## src/rtl/cfb_pkg.sv

```systemverilog
`timescale 1ns / 1ps
// Shared types, constants and the CRC-16 byte update for the command frame builder.
// No dependencies; used by the front end, queue, back end and top level.
package cfb_pkg;

    localparam logic [7:0]  START_BYTE_RST     = 8'hA5;
    localparam int unsigned MAX_DATA_BYTES_DEF = 510;
    localparam logic [15:0] CRC_POLY           = 16'h1021;
    localparam int unsigned QUEUE_DEPTH        = 4;
    localparam int unsigned HDR_BYTES          = 6;
    localparam logic [3:0]  STEP_HCRC_HI       = 4'd6;
    localparam logic [3:0]  STEP_HCRC_LO       = 4'd7;
    localparam logic [3:0]  STEP_ZERO_LO       = 4'd9;
    localparam logic [3:0]  STEP_DCRC_HI       = 4'd1;
    localparam logic [3:0]  STEP_DCRC_LO       = 4'd2;

    typedef enum logic [1:0] {
        K_HDR   = 2'd0,
        K_DATA  = 2'd1,
        K_DLAST = 2'd2,
        K_ERR   = 2'd3
    } t_kind;

    // b[0..5]: header bytes; for data jobs b[0] is the byte, and on the last one b[1]/b[2] the data CRC
    typedef struct packed {
        t_kind                  kind;
        logic                   zlen;
        logic [5:0][7:0]        b;
    } t_job;

    function automatic logic [15:0] crc_update(input logic [15:0] crc, input logic [7:0] d);
        logic [15:0] c;
        c = crc ^ {d, 8'h00};
        for (int i = 0; i < 8; i++) begin
            c = c[15] ? ((c << 1) ^ CRC_POLY) : (c << 1);
        end
        return c;
    endfunction

endpackage

```

## src/rtl/cfb_front.sv

```systemverilog
`timescale 1ns / 1ps
// Front end: takes input beats, tracks the open frame and the data CRC, emits one job per beat.
// Depends on cfb_pkg.
module cfb_front #(
    parameter int unsigned MAX_DATA_BYTES = cfb_pkg::MAX_DATA_BYTES_DEF
) (
    input  logic          i_clk,
    input  logic          i_rst_n,
    input  logic          i_valid,
    output logic          o_ready,
    input  logic          i_op,
    input  logic [7:0]    i_address,
    input  logic [3:0]    i_sequence_req,
    input  logic [1:0]    i_command,
    input  logic [7:0]    i_index,
    input  logic [7:0]    i_offset,
    input  logic [8:0]    i_payload_len,
    input  logic [7:0]    i_data_byte,
    input  logic          i_cfg_valid,
    input  logic [7:0]    i_cfg_data,
    input  logic          i_full,
    output logic          o_push,
    output cfb_pkg::t_job o_job
);

    logic [7:0]  r_start_byte;
    logic [15:0] r_crc_acc, n_crc_acc;
    logic [8:0]  r_bytes_left, n_bytes_left;
    logic [8:0]  len_sat;
    logic [8:0]  left_dec;
    logic [15:0] crc_next;

    assign o_ready  = !i_full;
    assign o_push   = i_valid && !i_full;
    assign len_sat  = (i_payload_len > 9'(MAX_DATA_BYTES)) ? 9'(MAX_DATA_BYTES) : i_payload_len;
    assign left_dec = r_bytes_left - 9'd1;
    assign crc_next = cfb_pkg::crc_update(r_crc_acc, i_data_byte);

    always_comb begin
        n_crc_acc    = r_crc_acc;
        n_bytes_left = r_bytes_left;
        o_job.kind   = cfb_pkg::K_ERR;
        o_job.zlen   = 1'b0;
        o_job.b      = '0;
        if (!i_op) begin
            o_job.kind   = cfb_pkg::K_HDR;
            o_job.zlen   = (len_sat == 9'd0);
            o_job.b[0]   = r_start_byte;
            o_job.b[1]   = i_address;
            o_job.b[2]   = {2'b00, i_sequence_req, i_command};
            o_job.b[3]   = i_index;
            o_job.b[4]   = i_offset;
            o_job.b[5]   = len_sat[8:1];
            n_crc_acc    = '0;
            n_bytes_left = len_sat;
        end else if (r_bytes_left != 9'd0) begin
            o_job.b[0]   = i_data_byte;
            n_bytes_left = left_dec;
            if (left_dec == 9'd0) begin
                o_job.kind = cfb_pkg::K_DLAST;
                o_job.b[1] = crc_next[15:8];
                o_job.b[2] = crc_next[7:0];
                n_crc_acc  = '0;
            end else begin
                o_job.kind = cfb_pkg::K_DATA;
                n_crc_acc  = crc_next;
            end
        end
    end

    always_ff @(posedge i_clk) begin
        if (!i_rst_n) begin
            r_start_byte <= cfb_pkg::START_BYTE_RST;
            r_crc_acc    <= '0;
            r_bytes_left <= '0;
        end else begin
            if (i_cfg_valid) begin
                r_start_byte <= i_cfg_data;
            end
            if (o_push) begin
                r_crc_acc    <= n_crc_acc;
                r_bytes_left <= n_bytes_left;
            end
        end
    end

endmodule

```

## src/rtl/cfb_queue.sv

```systemverilog
`timescale 1ns / 1ps
// Short job queue between front and back end, flop based, head shown combinationally.
// Depends on cfb_pkg.
module cfb_queue (
    input  logic          i_clk,
    input  logic          i_rst_n,
    input  logic          i_push,
    input  cfb_pkg::t_job i_job,
    output logic          o_full,
    input  logic          i_pop,
    output logic          o_head_valid,
    output cfb_pkg::t_job o_head
);

    localparam int unsigned PtrW = $clog2(cfb_pkg::QUEUE_DEPTH);

    cfb_pkg::t_job r_mem [cfb_pkg::QUEUE_DEPTH];
    logic [PtrW-1:0] r_wr_ptr, r_rd_ptr;
    logic [PtrW:0]   r_count;

    assign o_full       = (r_count == (PtrW+1)'(cfb_pkg::QUEUE_DEPTH));
    assign o_head_valid = (r_count != '0);
    assign o_head       = r_mem[r_rd_ptr];

    always_ff @(posedge i_clk) begin
        if (i_push) begin
            r_mem[r_wr_ptr] <= i_job;
        end
    end

    always_ff @(posedge i_clk) begin
        if (!i_rst_n) begin
            r_wr_ptr <= '0;
            r_rd_ptr <= '0;
            r_count  <= '0;
        end else begin
            if (i_push) begin
                r_wr_ptr <= r_wr_ptr + 1'b1;
            end
            if (i_pop) begin
                r_rd_ptr <= r_rd_ptr + 1'b1;
            end
            unique case ({i_push, i_pop})
                2'b10:   r_count <= r_count + 1'b1;
                2'b01:   r_count <= r_count - 1'b1;
                default: r_count <= r_count;
            endcase
        end
    end

endmodule

```

## src/rtl/cfb_back.sv

```systemverilog
`timescale 1ns / 1ps
// Back end: walks the head job byte by byte into the output register, header CRC on the fly.
// Depends on cfb_pkg.
module cfb_back (
    input  logic          i_clk,
    input  logic          i_rst_n,
    input  logic          i_head_valid,
    input  cfb_pkg::t_job i_head,
    output logic          o_pop,
    output logic          o_valid,
    input  logic          i_ready,
    output logic [7:0]    o_byte,
    output logic          o_last,
    output logic          o_error
);

    logic        r_ovalid;
    logic [7:0]  r_obyte;
    logic        r_olast;
    logic        r_oerr;
    logic [3:0]  r_step;
    logic [15:0] r_hcrc;
    logic        advance;
    logic        fire;
    logic        final_step;
    logic [7:0]  n_byte;
    logic        n_last;
    logic        n_err;
    logic        hdr_byte;

    assign advance  = !r_ovalid || i_ready;
    assign fire     = advance && i_head_valid;
    assign o_pop    = fire && final_step;
    assign hdr_byte = (i_head.kind == cfb_pkg::K_HDR) && (r_step < 4'(cfb_pkg::HDR_BYTES));

    assign o_valid  = r_ovalid;
    assign o_byte   = r_obyte;
    assign o_last   = r_olast;
    assign o_error  = r_oerr;

    always_comb begin
        n_byte     = 8'h00;
        n_last     = 1'b0;
        n_err      = 1'b0;
        final_step = 1'b1;
        unique case (i_head.kind)
            cfb_pkg::K_HDR: begin
                final_step = i_head.zlen ? (r_step == cfb_pkg::STEP_ZERO_LO)
                                         : (r_step == cfb_pkg::STEP_HCRC_LO);
                n_last     = (r_step == cfb_pkg::STEP_ZERO_LO);
                if (hdr_byte) begin
                    n_byte = i_head.b[r_step[2:0]];
                end else if (r_step == cfb_pkg::STEP_HCRC_HI) begin
                    n_byte = r_hcrc[15:8];
                end else if (r_step == cfb_pkg::STEP_HCRC_LO) begin
                    n_byte = r_hcrc[7:0];
                end
            end
            cfb_pkg::K_DATA: begin
                n_byte = i_head.b[0];
            end
            cfb_pkg::K_DLAST: begin
                final_step = (r_step == cfb_pkg::STEP_DCRC_LO);
                n_last     = final_step;
                priority if (r_step == cfb_pkg::STEP_DCRC_LO) begin
                    n_byte = i_head.b[2];
                end else if (r_step == cfb_pkg::STEP_DCRC_HI) begin
                    n_byte = i_head.b[1];
                end else begin
                    n_byte = i_head.b[0];
                end
            end
            cfb_pkg::K_ERR: begin
                n_last = 1'b1;
                n_err  = 1'b1;
            end
            default: begin
                n_byte = 8'h00;
            end
        endcase
    end

    always_ff @(posedge i_clk) begin
        if (fire) begin
            r_obyte <= n_byte;
            r_olast <= n_last;
            r_oerr  <= n_err;
        end
        if (fire && hdr_byte) begin
            r_hcrc <= cfb_pkg::crc_update((r_step == 4'd0) ? 16'h0000 : r_hcrc, n_byte);
        end
    end

    always_ff @(posedge i_clk) begin
        if (!i_rst_n) begin
            r_ovalid <= 1'b0;
            r_step   <= '0;
        end else if (advance) begin
            r_ovalid <= i_head_valid;
            if (fire) begin
                r_step <= final_step ? 4'd0 : r_step + 4'd1;
            end
        end
    end

endmodule

```

## src/rtl/command_frame_builder_crc16_core.sv

```systemverilog
`timescale 1ns / 1ps
// Command frame builder with CRC-16/XMODEM: top level joining front end, job queue and back end.
// Depends on cfb_pkg, cfb_front, cfb_queue, cfb_back.
//
// Usage:
//   s_axis carries input beats: tuser[0] = 0 starts a frame from the header fields,
//   tuser[0] = 1 carries one payload byte. m_axis gives one frame byte per beat,
//   tlast on the final byte of a frame or on an error beat, tuser[0] on an error.
//   A header beat yields eight output beats (ten when the length is zero); a payload
//   beat yields one, or three for the last byte of a frame (two data CRC bytes follow).
//   The cfg channel writes the start byte; ready is always high. Write it only when idle.
// Order and rate:
//   m_axis_tvalid rises once the job has passed the queue write and then the output
//   register. Input beats are taken one per cycle while the four-entry job queue has
//   room; the back end drains one output byte per cycle while m_axis_tready is high,
//   so sustained rate is set by the back end's byte count per job.
// Reset:
//   Synchronous, active low. Clears the queue, the output valid and step, the open frame and
//   the data CRC; the start byte returns to 0xA5.
// Stall:
//   A stalled m_axis holds its beat; the queue fills and then s_axis_tready drops.
module command_frame_builder_crc16_core #(
    parameter int unsigned MAX_DATA_BYTES = cfb_pkg::MAX_DATA_BYTES_DEF
) (
    input  logic        i_clk,
    input  logic        i_rst_n,
    input  logic        s_axis_tvalid,
    output logic        s_axis_tready,
    // address[7:0], sequence_req[11:8], command[13:12], index[21:14], offset[29:22],
    // payload_len[38:30], data_byte[46:39], zero[47]
    input  logic [47:0] s_axis_tdata,
    // op[0]
    input  logic [0:0]  s_axis_tuser,
    output logic        m_axis_tvalid,
    input  logic        m_axis_tready,
    // out_byte[7:0]
    output logic [7:0]  m_axis_tdata,
    output logic        m_axis_tlast,
    // error[0]
    output logic [0:0]  m_axis_tuser,
    input  logic        i_cfg_valid,
    output logic        o_cfg_ready,
    input  logic [7:0]  i_cfg_data
);

    logic          push;
    logic          pop;
    logic          full;
    logic          head_valid;
    cfb_pkg::t_job job;
    cfb_pkg::t_job head;

    assign o_cfg_ready = 1'b1;

    cfb_front #(
        .MAX_DATA_BYTES(MAX_DATA_BYTES)
    ) u_front (
        .i_clk          (i_clk),
        .i_rst_n        (i_rst_n),
        .i_valid        (s_axis_tvalid),
        .o_ready        (s_axis_tready),
        .i_op           (s_axis_tuser[0]),
        .i_address      (s_axis_tdata[7:0]),
        .i_sequence_req (s_axis_tdata[11:8]),
        .i_command      (s_axis_tdata[13:12]),
        .i_index        (s_axis_tdata[21:14]),
        .i_offset       (s_axis_tdata[29:22]),
        .i_payload_len  (s_axis_tdata[38:30]),
        .i_data_byte    (s_axis_tdata[46:39]),
        .i_cfg_valid    (i_cfg_valid),
        .i_cfg_data     (i_cfg_data),
        .i_full         (full),
        .o_push         (push),
        .o_job          (job)
    );

    cfb_queue u_queue (
        .i_clk        (i_clk),
        .i_rst_n      (i_rst_n),
        .i_push       (push),
        .i_job        (job),
        .o_full       (full),
        .i_pop        (pop),
        .o_head_valid (head_valid),
        .o_head       (head)
    );

    cfb_back u_back (
        .i_clk        (i_clk),
        .i_rst_n      (i_rst_n),
        .i_head_valid (head_valid),
        .i_head       (head),
        .o_pop        (pop),
        .o_valid      (m_axis_tvalid),
        .i_ready      (m_axis_tready),
        .o_byte       (m_axis_tdata),
        .o_last       (m_axis_tlast),
        .o_error      (m_axis_tuser[0])
    );

endmodule

```

## config.mk

```make
export PLATFORM = sky130hd
export DESIGN_NAME = command_frame_builder_crc16_core
export DESIGN_NICKNAME = d
export VERILOG_FILES = /design/src/rtl/cfb_pkg.sv /design/src/rtl/cfb_front.sv /design/src/rtl/cfb_queue.sv /design/src/rtl/cfb_back.sv /design/src/rtl/command_frame_builder_crc16_core.sv
export SDC_FILE = /design/constraint.sdc
export NUM_CORES = 1
export LEC_CHECK = 0
export BUFFER_PORTS_ARGS = -buffer_cell sky130_fd_sc_hd__buf_4
export CORE_MARGIN = 1.5
export CORE_UTILIZATION = 40
export CTS_CLUSTER_DIAMETER = 50
export CTS_CLUSTER_SIZE = 10
export DETAILED_ROUTE_END_ITERATION = 10
export PLACE_DENSITY = 0.55
export SYNTH_ARGS = -nofsm -noshare
export SYNTH_HDL_FRONTEND = slang
export SYNTH_SLANG_ARGS = --single-unit
```

## constraint.sdc

```tcl
create_clock -name i_clk -period 3.8 [get_ports i_clk]
set_input_delay 0 -clock i_clk [delete_from_list [all_inputs] [get_ports i_clk]]
set_output_delay 0 -clock i_clk [all_outputs]
set_load 0.02 [all_outputs]
```

==> metrics, run 1 <==
critical path type flop to flop; clk_skew 0.0210 ns; synthesized cell area around 0.013 mm2; Power Density 734 mW/mm2; CTS tree done; # diodes 0; Logic pwr share 34.3%; CP Cell Sequence buf_12 > mux4_2 > mux4_2 > a32oi_1 > o211ai_2 > xor2_2 > xnor3_1; I/O pin total 75; area delta synth->final 21.6%; vias in the first global route 7927; syn nets 975; GRT met3 Usage 3.10%; VDD IR-drop max 0.382 mV; Clk Latency, worst-skew pair around 0.52 ns; Yosys reg bits 277; clk buf depth 3; total global-route track usage 18.1%; grt ovf 0; FF-to-FF path depth 7; Row Count 65; DR vias/cell 5.29; prevailing post-synth register cell edfxtp_1; busiest grt layer met2; clk sink count roughly 280; crit-path max cell delay 0.55 ns; dpl hpwl about 20000 um; CP Data Required Time 4.05 ns; Hold Path Depth 3; Crit Path Max Fanout 19; die area around 0.034 mm2; first-pass GRT wire length 46200 um; # setup viols final 0; Initial Utilization 40.9%; fin crit share between 80% and 90%; Placer Congestion roughly 0.8; status completed; Finished Core Util between 40 and 50%; H-tree levels 2; cells after synthesis 901; DR vias between 7000 and 8000; pins over their slew limit 0; met2 usage in global routing 28.9%; P_int 7.91 mW; CTS Hold Bufs 65; CTS root buf clkbuf_16; most frequent cells in the layout 230 x edfxtp_1, 100 x buf_4, 72 x nand2_1; Data arrival, critical path 3.49 ns; register share of total power 37.0%; antenna violations before repair 0; switching pwr 3.68 mW; Routed Antenna Nets 0; crit path time final 3.24 ns; Synth Area per Inst 14.4 um2; CP most frequent cell mux4_2; drt wl/cell 20.0 um; hold crit path type input port to flop; Setup crit end kind flop; actual slew at the worst max-slew pin slightly above 0.8 ns; final worst setup slack 0.558 ns; Setup WS pre-CTS 0.543 ns; GR Layer Usage met1 25.3%; die width 183 um; Fmax achieved 0.308 GHz; setup TNS 0 ns; final net count roughly 1100; Reg clk slew, reported paths 0.06 ns; Initial DRT Pass Iterations 5; most common cell after layout, fill and taps aside edfxtp_1; CORE AREA 0.0317 mm2; Setup Buffers After CTS 0; final hold vios 0; slowest CP cell mux4_2; Slew headroom 45.0%; Post-synth EDFFs 230; share of cells above drive strength 1 approximately 23%; yosys synthesis warning count 0; Clock power frac 28.7%; routed wire length 29700 um; Max Cap Viol 0; sw frac 31.8%; largest net degree at the start of global routing 52; # resized after CTS 0; DRC 0; startpoint types flop; asr flop ratio synth 0%; Power Total ~12 mW; total CTS buffers 37; Pleak 5.56 nW; height of the die 183 um; DR iter-0 viols 506; sequential cell area fraction in the yosys report 60.5%; RSZ-0062 raised after global routing no; Unique masters post-synth 88; Port Buffers 72
==> cell type report <==
class                           count  area, um2
Clock inverter                     11        139
Fill cell                        2759      15900
Inverter                           24       90.1
Tap cell                          402        503
Clock buffer                       55       1040
Timing Repair Buffer              167       1440
Sequential cell                   277       7850
Multi-Input combinational cell    546       4710
==> cells in the mapped netlist, types with 3 or more instances <==
| library cell | number | area (um2) |
|---|---|---|
| nand3b_1 | 6 | 45.0 |
| nor3b_1 | 3 | 22.5 |
| and3_1 | 7 | 43.8 |
| buf_2 | 5 | 25.0 |
| a21o_1 | 3 | 22.5 |
| buf_6 | 12 | 135 |
| nand4_1 | 3 | 18.8 |
| nor2_1 | 54 | 203 |
| mux2_2 | 3 | 33.8 |
| a31oi_1 | 4 | 25.0 |
| edfxtp_1 | 230 | 6910 |
| a22oi_1 | 6 | 45.0 |
| or4_1 | 3 | 22.5 |
| mux4_2 | 51 | 1150 |
| buf_4 | 5 | 37.5 |
| nand2_1 | 72 | 270 |
| buf_1 | 3 | 11.3 |
| xnor2_1 | 33 | 289 |
| a21oi_1 | 16 | 80.1 |
| and2_1 | 27 | 169 |
| dfxtp_1 | 47 | 941 |
| nand3_1 | 6 | 30.0 |
| mux2i_1 | 35 | 350 |
| o211ai_1 | 4 | 30.0 |
| o211ai_2 | 3 | 37.5 |
| nor3_1 | 7 | 35.0 |
| clkbuf_1 | 26 | 97.6 |
| a211oi_1 | 5 | 37.5 |
| a22o_1 | 15 | 131 |
| nor2b_1 | 37 | 231 |
| o21ai_0 | 21 | 105 |
| a21boi_0 | 4 | 30.0 |
| nand2b_1 | 12 | 75.1 |
| o31ai_2 | 7 | 87.6 |
| inv_1 | 21 | 78.8 |
| xor2_1 | 22 | 193 |
| o31ai_1 | 8 | 60.1 |
| ha_1 | 11 | 138 |
==> cells by family (layout without fill, tap and decap cells) <==
| family | Yosys count | after routing | synth area share (%) |
|---|---|---|---|
| and+or+nand+nor | 253 | 253 | 10.0 |
| AOI/OAI and AO/OA | 128 | 128 | 7.98 |
| buffers and inverters | 78 | 257 | 3.32 |
| other | 1 | 1 | 0.0289 |
| muxes | 91 | 91 | 12.2 |
| xor gates and xnor gates | 61 | 61 | 4.72 |
| adders and majority gates | 12 | 12 | 1.21 |
| DFF | 277 | 277 | 60.5 |
==> worst paths after layout <==
kind / startpoint / slack [ns] / to
worst max-delay path: flop / 0.56 / u_back.r_hcrc[7]
worst min-delay path: s_axis_tdata[40] / 0.005 / u_queue.r_mem[0][1]
worst max register to register: flop / 0.56 / u_back.r_hcrc[7]
worst min register to register: u_front.r_bytes_left[1] / 0.51 / u_front.r_bytes_left[1]
==> power groups by stage <==
| stage | Clock [mW] | Combinational (mW) | Sequential [mW] |
|---|---|---|---|
| 6_report | 3.33 | 3.98 | 4.29 |
| 5_1_grt | 3.52 | 4.35 | 4.34 |
| 4_1_cts | 3.40 | 4.03 | 4.29 |
| 3_5_place_dp | 0 | 3.96 | 4.35 |
| 3_3_place_gp | 0 | 3.91 | 4.34 |
| 2_1_floorplan | 0 | 2.92 | 4.33 |
==> per-stage QoR <==
step	hold WS, ns	std cells	instance area, um2
after floorplan	0.128	901	13000
after global placement	0.214	1351	13900
after detailed placement	0.222	1351	13900
after CTS	0.00728	1482	15800
after global routing	0.0320	1482	15800
final	0.00512	1482	15800
==> sequential cells by signal, summed over array words and instances (netlist names), named ones only <==
| register | cells |
|---|---|
| u_back.o_valid | 1 |
| u_back.r_step | 4 |
| u_queue.r_mem | 204 |
| u_back.o_byte | 8 |
| u_back.o_error | 1 |
| u_back.o_last | 1 |
| u_queue.r_count | 3 |
| u_queue.r_wr_ptr | 2 |
| u_front.r_start_byte | 8 |
| u_queue.r_rd_ptr | 2 |
| u_front.r_bytes_left | 9 |
| u_back.r_hcrc | 16 |
| u_front.r_crc_acc | 16 |
==> layer usage <==
layer,up-vias,share of wire [%]
li1,3703,-
met1,3923,46
met2,171,47
met3,47,4.5
met4,0,2.5
met5,-,0
==> critical path, delay by kind of cell, from the launching register on <==
kind,cells,cell delay (ns)
AO/OA/AOI/OAI,2,0.39
XOR/XNOR,2,0.82
buffers and inverters,1,0.23
flip-flops,1,0.51
multiplexers,2,1.02
No activity file was read; power rests on OpenSTA's default activity.
==> run 2: changes to the inputs <==
--- a/config.mk
+++ b/config.mk
@@ -5,6 +5,7 @@
 export SDC_FILE = /design/constraint.sdc
 export NUM_CORES = 1
 export LEC_CHECK = 0
+export ABC_AREA = 1
 export BUFFER_PORTS_ARGS = -buffer_cell sky130_fd_sc_hd__buf_4
 export CORE_MARGIN = 1.5
 export CORE_UTILIZATION = 40
==> run 2 against run 1 <==
  * Cell count increased by 40%
  * Sequential power is essentially flat
  * Flip-flop and latch count did not move
  * Via count rose by 30%
  * Wire length increased by 13%
  * First-iteration DRC count rose by 44%
  * Clock skew increased by 0.0060 ns
  * Clock-buffer cell count fell by 2
  * Die area increased by 2.4%
  * Non-clock buffer count fell by 1
  * Core utilization is essentially flat
  * Hold slack improved by 0.018 ns
==> metrics, run 2 <==
Fmax achieved 0.336 GHz; CORE AREA between 0.03 and 0.04 mm2; most frequent cells in the layout 478 x nand2_1, 230 x edfxtp_1, 156 x nand3_1; height of the die 185 um; Reg with most FFs u_queue.r_mem; Finished Core Util just under 50%; VDD IR-drop max 0.493 mV; Pleak approximately 6.7 nW; top-count cell post-synth nand2_1; antenna violations before repair 0; total CTS buffers 39; CTS Hold Bufs 71; busiest grt layer met2; compound-gate portion of the synthesized area roughly 5.8%; final hold vios 0; Routed Antenna Nets 0; synth top area cells edfxtp_1 52%, nand2_1 13%, dfxtp_1 7.1%; Logic pwr share ~41%; DR iter-0 viols between 700 and 800; vias in the first global route roughly 9900; area delta synth->final 21.9%; Post-synth EDFFs 230; DR vias around 10000; Clock power frac 26.6%; CP Data Required Time 4.07 ns; pins over their slew limit 0; largest family of logic cells by synthesized area simple AND/OR/NAND/NOR gates; Yosys reg bits 277; # setup viols final 0; dominant cell type by area after synthesis edfxtp_1; total global-route track usage between 20% and 30%; clk sink count 277; dpl hpwl 21400 um; Yosys top cell area share about 52%; Crit Path Max Fanout 27; number of flip-flops in the largest register 204; RSZ-0062 raised after global routing no; setup TNS 0 ns; Synth top cells by count 478 x nand2_1, 230 x edfxtp_1, 156 x nand3_1; routed wire length 33600 um; sw frac 39.7%; post-synthesis xor/xnor area fraction 2.31%; multiplexer share of the synthesized area 0%; DRC 0; register share of total power about 33%; clk buf depth 3; met2 usage in global routing 33.2%; H-tree levels 2; hold crit path type input port to flop; grt ovf 0; largest net degree at the start of global routing 52; # resized after CTS 0; fin crit share 78.3%; crit path time final roughly 3 ns; I/O pin total 75; Data arrival, critical path 3.24 ns; share of cells above drive strength 1 between 10% and 20%; sequential cell area fraction in the yosys report 59.0%; Non-Filler Instances between 2000 and 2500; placed cells roughly 1900; Initial DRT Pass Iterations 5; prevailing post-synth register cell edfxtp_1; simple-gate area share of the yosys netlist 25.4%; critical path type flop to flop; switching pwr 5.17 mW; Unique masters post-synth 41; status completed; CTS root buf clkbuf_16; yosys synthesis warning count 0; P_int slightly below 8 mW; GRT met3 Usage 2.75%; synthesized cell area 0.0133 mm2; Power Density 803 mW/mm2; drt wl/cell approximately 16 um; Setup crit end kind flop; Row Count 66; die area 0.0344 mm2; DR vias/cell 4.93; asr flop ratio synth 0%; Placer Congestion 0.826; Slew headroom 28.3%; Initial Utilization 40.8%; Clk Latency, worst-skew pair 0.53 ns; Largest regs u_queue.r_mem x204, u_back.r_hcrc x16, u_front.r_crc_acc x16; FF/Latch Area 0.00785 mm2; multi-input logic area 0.00465 mm2; GR Layer Usage met1 27.7%; clk_skew 0.0270 ns; most common cell after layout, fill and taps aside nand2_1; Setup Buffers After CTS 0; first-pass GRT wire length 53500 um; final net count 1676; Post-Synth Adder-Cell Area 1.19%; cells after synthesis ~1500; syn nets 1530; Max Cap Viol 0; Reg clk slew, reported paths about 0.050 ns; # diodes 0; Synth Area per Inst 9.13 um2; Port Buffers 72; actual slew at the worst max-slew pin 1.07 ns; fill cell count 3038; die width around 190 um; startpoint types flop; CTS tree done
[run 2: per-stage QoR]
stage | area [um2] | hold WS (ns) | setup slack, ns | total power, mW
after floorplan | 13300 | 0.122 | 0.291 | 8.15
after global placement | 14300 | 0.209 | 0.870 | 9.45
after detailed placement | 14300 | 0.215 | 0.858 | 9.53
after CTS | 16200 | 0.0258 | 0.807 | 13.1
after global routing | 16200 | 0.0561 | 0.614 | 14.0
final | 16200 | 0.0231 | 0.826 | 13.0
[run 2: final timing paths]
path | startpoint | end | slack (ns) | cells past startpoint
min reg2reg | u_queue.r_rd_ptr[1] | flop | 0.46 | 2
max | u_back.r_step[0] | u_back.r_hcrc[12] | 0.83 | 13
min | s_axis_tdata[0] | u_queue.r_mem[1][8] | 0.02 | 3
max reg2reg | u_back.r_step[0] | u_back.r_hcrc[12] | 0.83 | 13
[run 2: logic make-up after synthesis]
| family | after synthesis |
|---|---|
| AO/OA/AOI/OAI | 145 |
| XOR/XNOR | 35 |
| adder cells (fa/ha/maj) | 12 |
| buffers and inverters | 192 |
| flip-flops | 277 |
| other | 1 |
| AND/OR/NAND/NOR | 794 |
[run 2: area by class of cell]
type                    instances  area share (%)
flip-flops and latches        277            48.4
multi-input cells             987            28.7
repair buffers                166            8.86
clock buffers                  53            6.47
well taps                     442            3.41
inverters                     131            3.03
clock inverters                15            1.14
[run 2: critical path, cell delays in order (launching register included)]
cell	delay, ns
dfxtp_1	0.57
clkinv_1	0.16
buf_4	0.27
ha_1	0.24
nand2_1	0.29
inv_1	0.26
nor2_1	0.27
inv_1	0.10
nand3_1	0.14
nand2_1	0.15
nand2_1	0.10
nand2_1	0.06
nand2_1	0.06
nand2_1	0.05
[run 2: layer usage]
metal | vias to the layer above | part of all wire, %
li1 | 5107 | -
met1 | 4817 | 47
met2 | 225 | 46
met3 | 53 | 4.3
met4 | 0 | 2.5
met5 | - | 0
[run 2: power groups by stage]
stage	combinational (mW)	sequential [mW]	clock [mW]
3_3_place_gp	5.12	4.33	0
5_1_grt	6.01	4.32	3.66
2_1_floorplan	3.79	4.35	0
6_report	5.28	4.28	3.46
3_5_place_dp	5.20	4.34	0
4_1_cts	5.30	4.28	3.52
==> run 3: changes to the inputs <==
--- a/config.mk
+++ b/config.mk
@@ -12,7 +12,7 @@
 export CTS_CLUSTER_DIAMETER = 50
 export CTS_CLUSTER_SIZE = 10
 export DETAILED_ROUTE_END_ITERATION = 10
-export PLACE_DENSITY = 0.55
+export PLACE_DENSITY = 0.57
 export SYNTH_ARGS = -nofsm -noshare
 export SYNTH_HDL_FRONTEND = slang
 export SYNTH_SLANG_ARGS = --single-unit
==> constraint.sdc (replaced) <==
create_clock -name i_clk -period 2.5 [get_ports i_clk]
set_input_delay 0 -clock i_clk [delete_from_list [all_inputs] [get_ports i_clk]]
set_output_delay 0 -clock i_clk [all_outputs]
set_load 0.02 [all_outputs]
==> run 3 against run 2 <==
  * Setup slack got worse by 0.66 ns
  * First-iteration DRC count is 1.1% lower
  * Highest routed layer unchanged
  * Cell count grew 2.0%
  * Global-route usage is 0.073 points higher
  * Core utilization rose by 1.9 points
  * Largest power group unchanged
  * Via count grew 2.3%
  * Wire length increased by 2.3%
  * Maximum frequency increased by 27%
  * Combinational power increased by 66%
  * Critical endpoint is now u_queue.r_count[2]
  * Hold slack better by 0.040 ns
==> metrics, run 3 (synthesis results as in run 2) <==
grt ovf 0; sw frac 39.0%; area delta synth->final 26.5%; drt wl/cell ~16 um; Pleak 7.04 nW; die area roughly 0.034 mm2; Setup WS pre-CTS 0.0488 ns; VDD IR-drop max 0.560 mV; Logic pwr share roughly 42%; final worst setup slack 0.163 ns; first-pass GRT wire length 53600 um; Clk Latency, worst-skew pair between 0.5 and 0.6 ns; RSZ-0062 raised after global routing no; number of flip-flops in the largest register 204; crit path time final 2.34 ns; Post-DP Area 0.0147 mm2; actual slew at the worst max-slew pin 0.571 ns; Routed Antenna Nets 0; most frequent cells in the layout 477 x nand2_1, 230 x edfxtp_1, 155 x nand3_1; final hold vios 0; Power Density 1220 mW/mm2; vias in the first global route 10000; FF/Latch Area 0.00786 mm2; # setup viols final 0; Fmax achieved 0.428 GHz; Row Count 66; r2r endpoint u_queue.r_count[2]; Non-Filler Instances 2113; P_int 12.6 mW; Reg with most FFs u_queue.r_mem; clk buf depth 3; clk sink count 277; Port Buffers between 70 and 80; # diodes 0; largest net degree at the start of global routing 88; clk_skew 0.0196 ns; r2r setup slk ~0.16 ns; Data arrival, critical path 2.74 ns; final design area excluding fillers 0.0168 mm2; most common cell after layout, fill and taps aside nand2_1; Slew headroom 61.7%; status completed; total global-route track usage 20.3%; Worst Setup EP u_queue.r_count[2]; fin crit share around 93%; DR vias/cell 4.94; worst-case hold slack 0.0628 ns; total CTS buffers 38; CTS root buf clkbuf_16; hold crit path type input port to flop; Clock power frac a little over a quarter; I/O pin total 75; CORE AREA roughly 0.033 mm2; fill cell count 2917; Largest regs u_queue.r_mem x204, u_back.r_hcrc x16, u_front.r_crc_acc x16; startpoint types flop; H-tree levels 2; height of the die roughly 190 um; antenna violations before repair 0; Initial Utilization 40.8%; DRC 0; pins over their slew limit 0; Reg clk slew, reported paths 0.05 ns; FF-to-FF path depth 15; switching pwr around 8.0 mW; share of cells above drive strength 1 15.4%; Crit Path Max Fanout 7; Initial DRT Pass Iterations 5; DR iter-0 viols 722; die width roughly 190 um; DR vias 10400; register share of total power 31.5%; critical path type flop to flop; final net count 1719; dpl hpwl 22100 um; Placer Congestion 0.835; multi-input logic area between 0.004 and 0.005 mm2; CP Data Required Time 2.91 ns; Power Total roughly 21 mW; Setup crit end kind flop; routed wire length roughly 34000 um; placed cells 1968; Max Cap Viol 0; CTS tree done
## run 3: cell types whose count changed in the layout (fill, tap and decap cells not counted), moves of 3 or more
cell,change
o21ai_0,-9
dlygate4sd3_1,+4
buf_12,+8
buf_4,+27
clkinv_1,-3
o21ai_1,+7
## run 3: layer usage
| metal | part of all wire, % | vias up | GRT usage [%] |
|---|---|---|---|
| met1 | 44 | 4878 | 26.4 |
| met4 | 3.1 | 0 | 7.22 |
| met5 | 0 | - | 0 |
| met3 | 5.8 | 69 | 3.52 |
| li1 | - | 5191 | - |
| met2 | 47 | 297 | 34.1 |
## run 3: worst max-delay path, cell delays in order, from the launching register on
cell and delay [ns]:
dfxtp_4 0.39, buf_4 0.17, nand2_1 0.08, nand3_2 0.10, nand2_4 0.11, inv_2 0.08
nand3_2 0.07, nand3_1 0.12, inv_2 0.13, ha_1 0.15, inv_1 0.07, fa_2 0.34
a21oi_1 0.13, o21ai_1 0.08, o21ai_0 0.14, a21oi_1 0.06
## run 3: final cells by class
type | count | share of cell area, %
multi-input cells | 987 | 27.9
clock buffers | 52 | 6.15
inverters | 131 | 2.98
well taps | 442 | 3.29
flip-flops and latches | 277 | 46.7
clock inverters | 14 | 1.36
repair buffers | 210 | 11.6
## run 3: per-stage QoR
stage | setup TNS [ns] | utilization [%]
finish | 0 | 51.6
global route | 0 | 51.6
CTS | 0 | 51.2
detailed placement | 0 | 45.0
global placement | 0 | 45.0
floorplan | -39.69 | -
## run 3: what timing repair did
item | CTS | global route
setup buffers | 0 | 2
hold buffers | 75 | 0
endpoints found under the setup margin | 0 | 78
gates resized for setup | 0 | 29
hold endpoints to repair | 229 | 0
## run 3: worst min path at each step
stage | end | slack (ns) | from | cells after the start
final | u_front.r_bytes_left[8] | 0.06 | s_axis_tvalid | 5
after global routing | u_queue.r_wr_ptr[0] | 0.09 | s_axis_tvalid | 4
after CTS | u_queue.r_count[0] | 0.04 | s_axis_tvalid | 4
after detailed placement | u_front.r_start_byte[5] | 0.21 | i_cfg_data[5] | 3
after global placement | u_front.r_start_byte[5] | 0.21 | i_cfg_data[5] | 3
after floorplan | u_front.r_start_byte[7] | 0.12 | i_cfg_data[7] | 2
## run 3: power groups by stage
stage	clock network (mW)	logic [mW]	registers, mW
floorplan	0	5.82	6.60
global placement	0	8.29	6.52
detailed placement	0	8.40	6.54
CTS	5.47	8.54	6.46
global route	5.68	9.81	6.55
finish	5.38	8.75	6.48
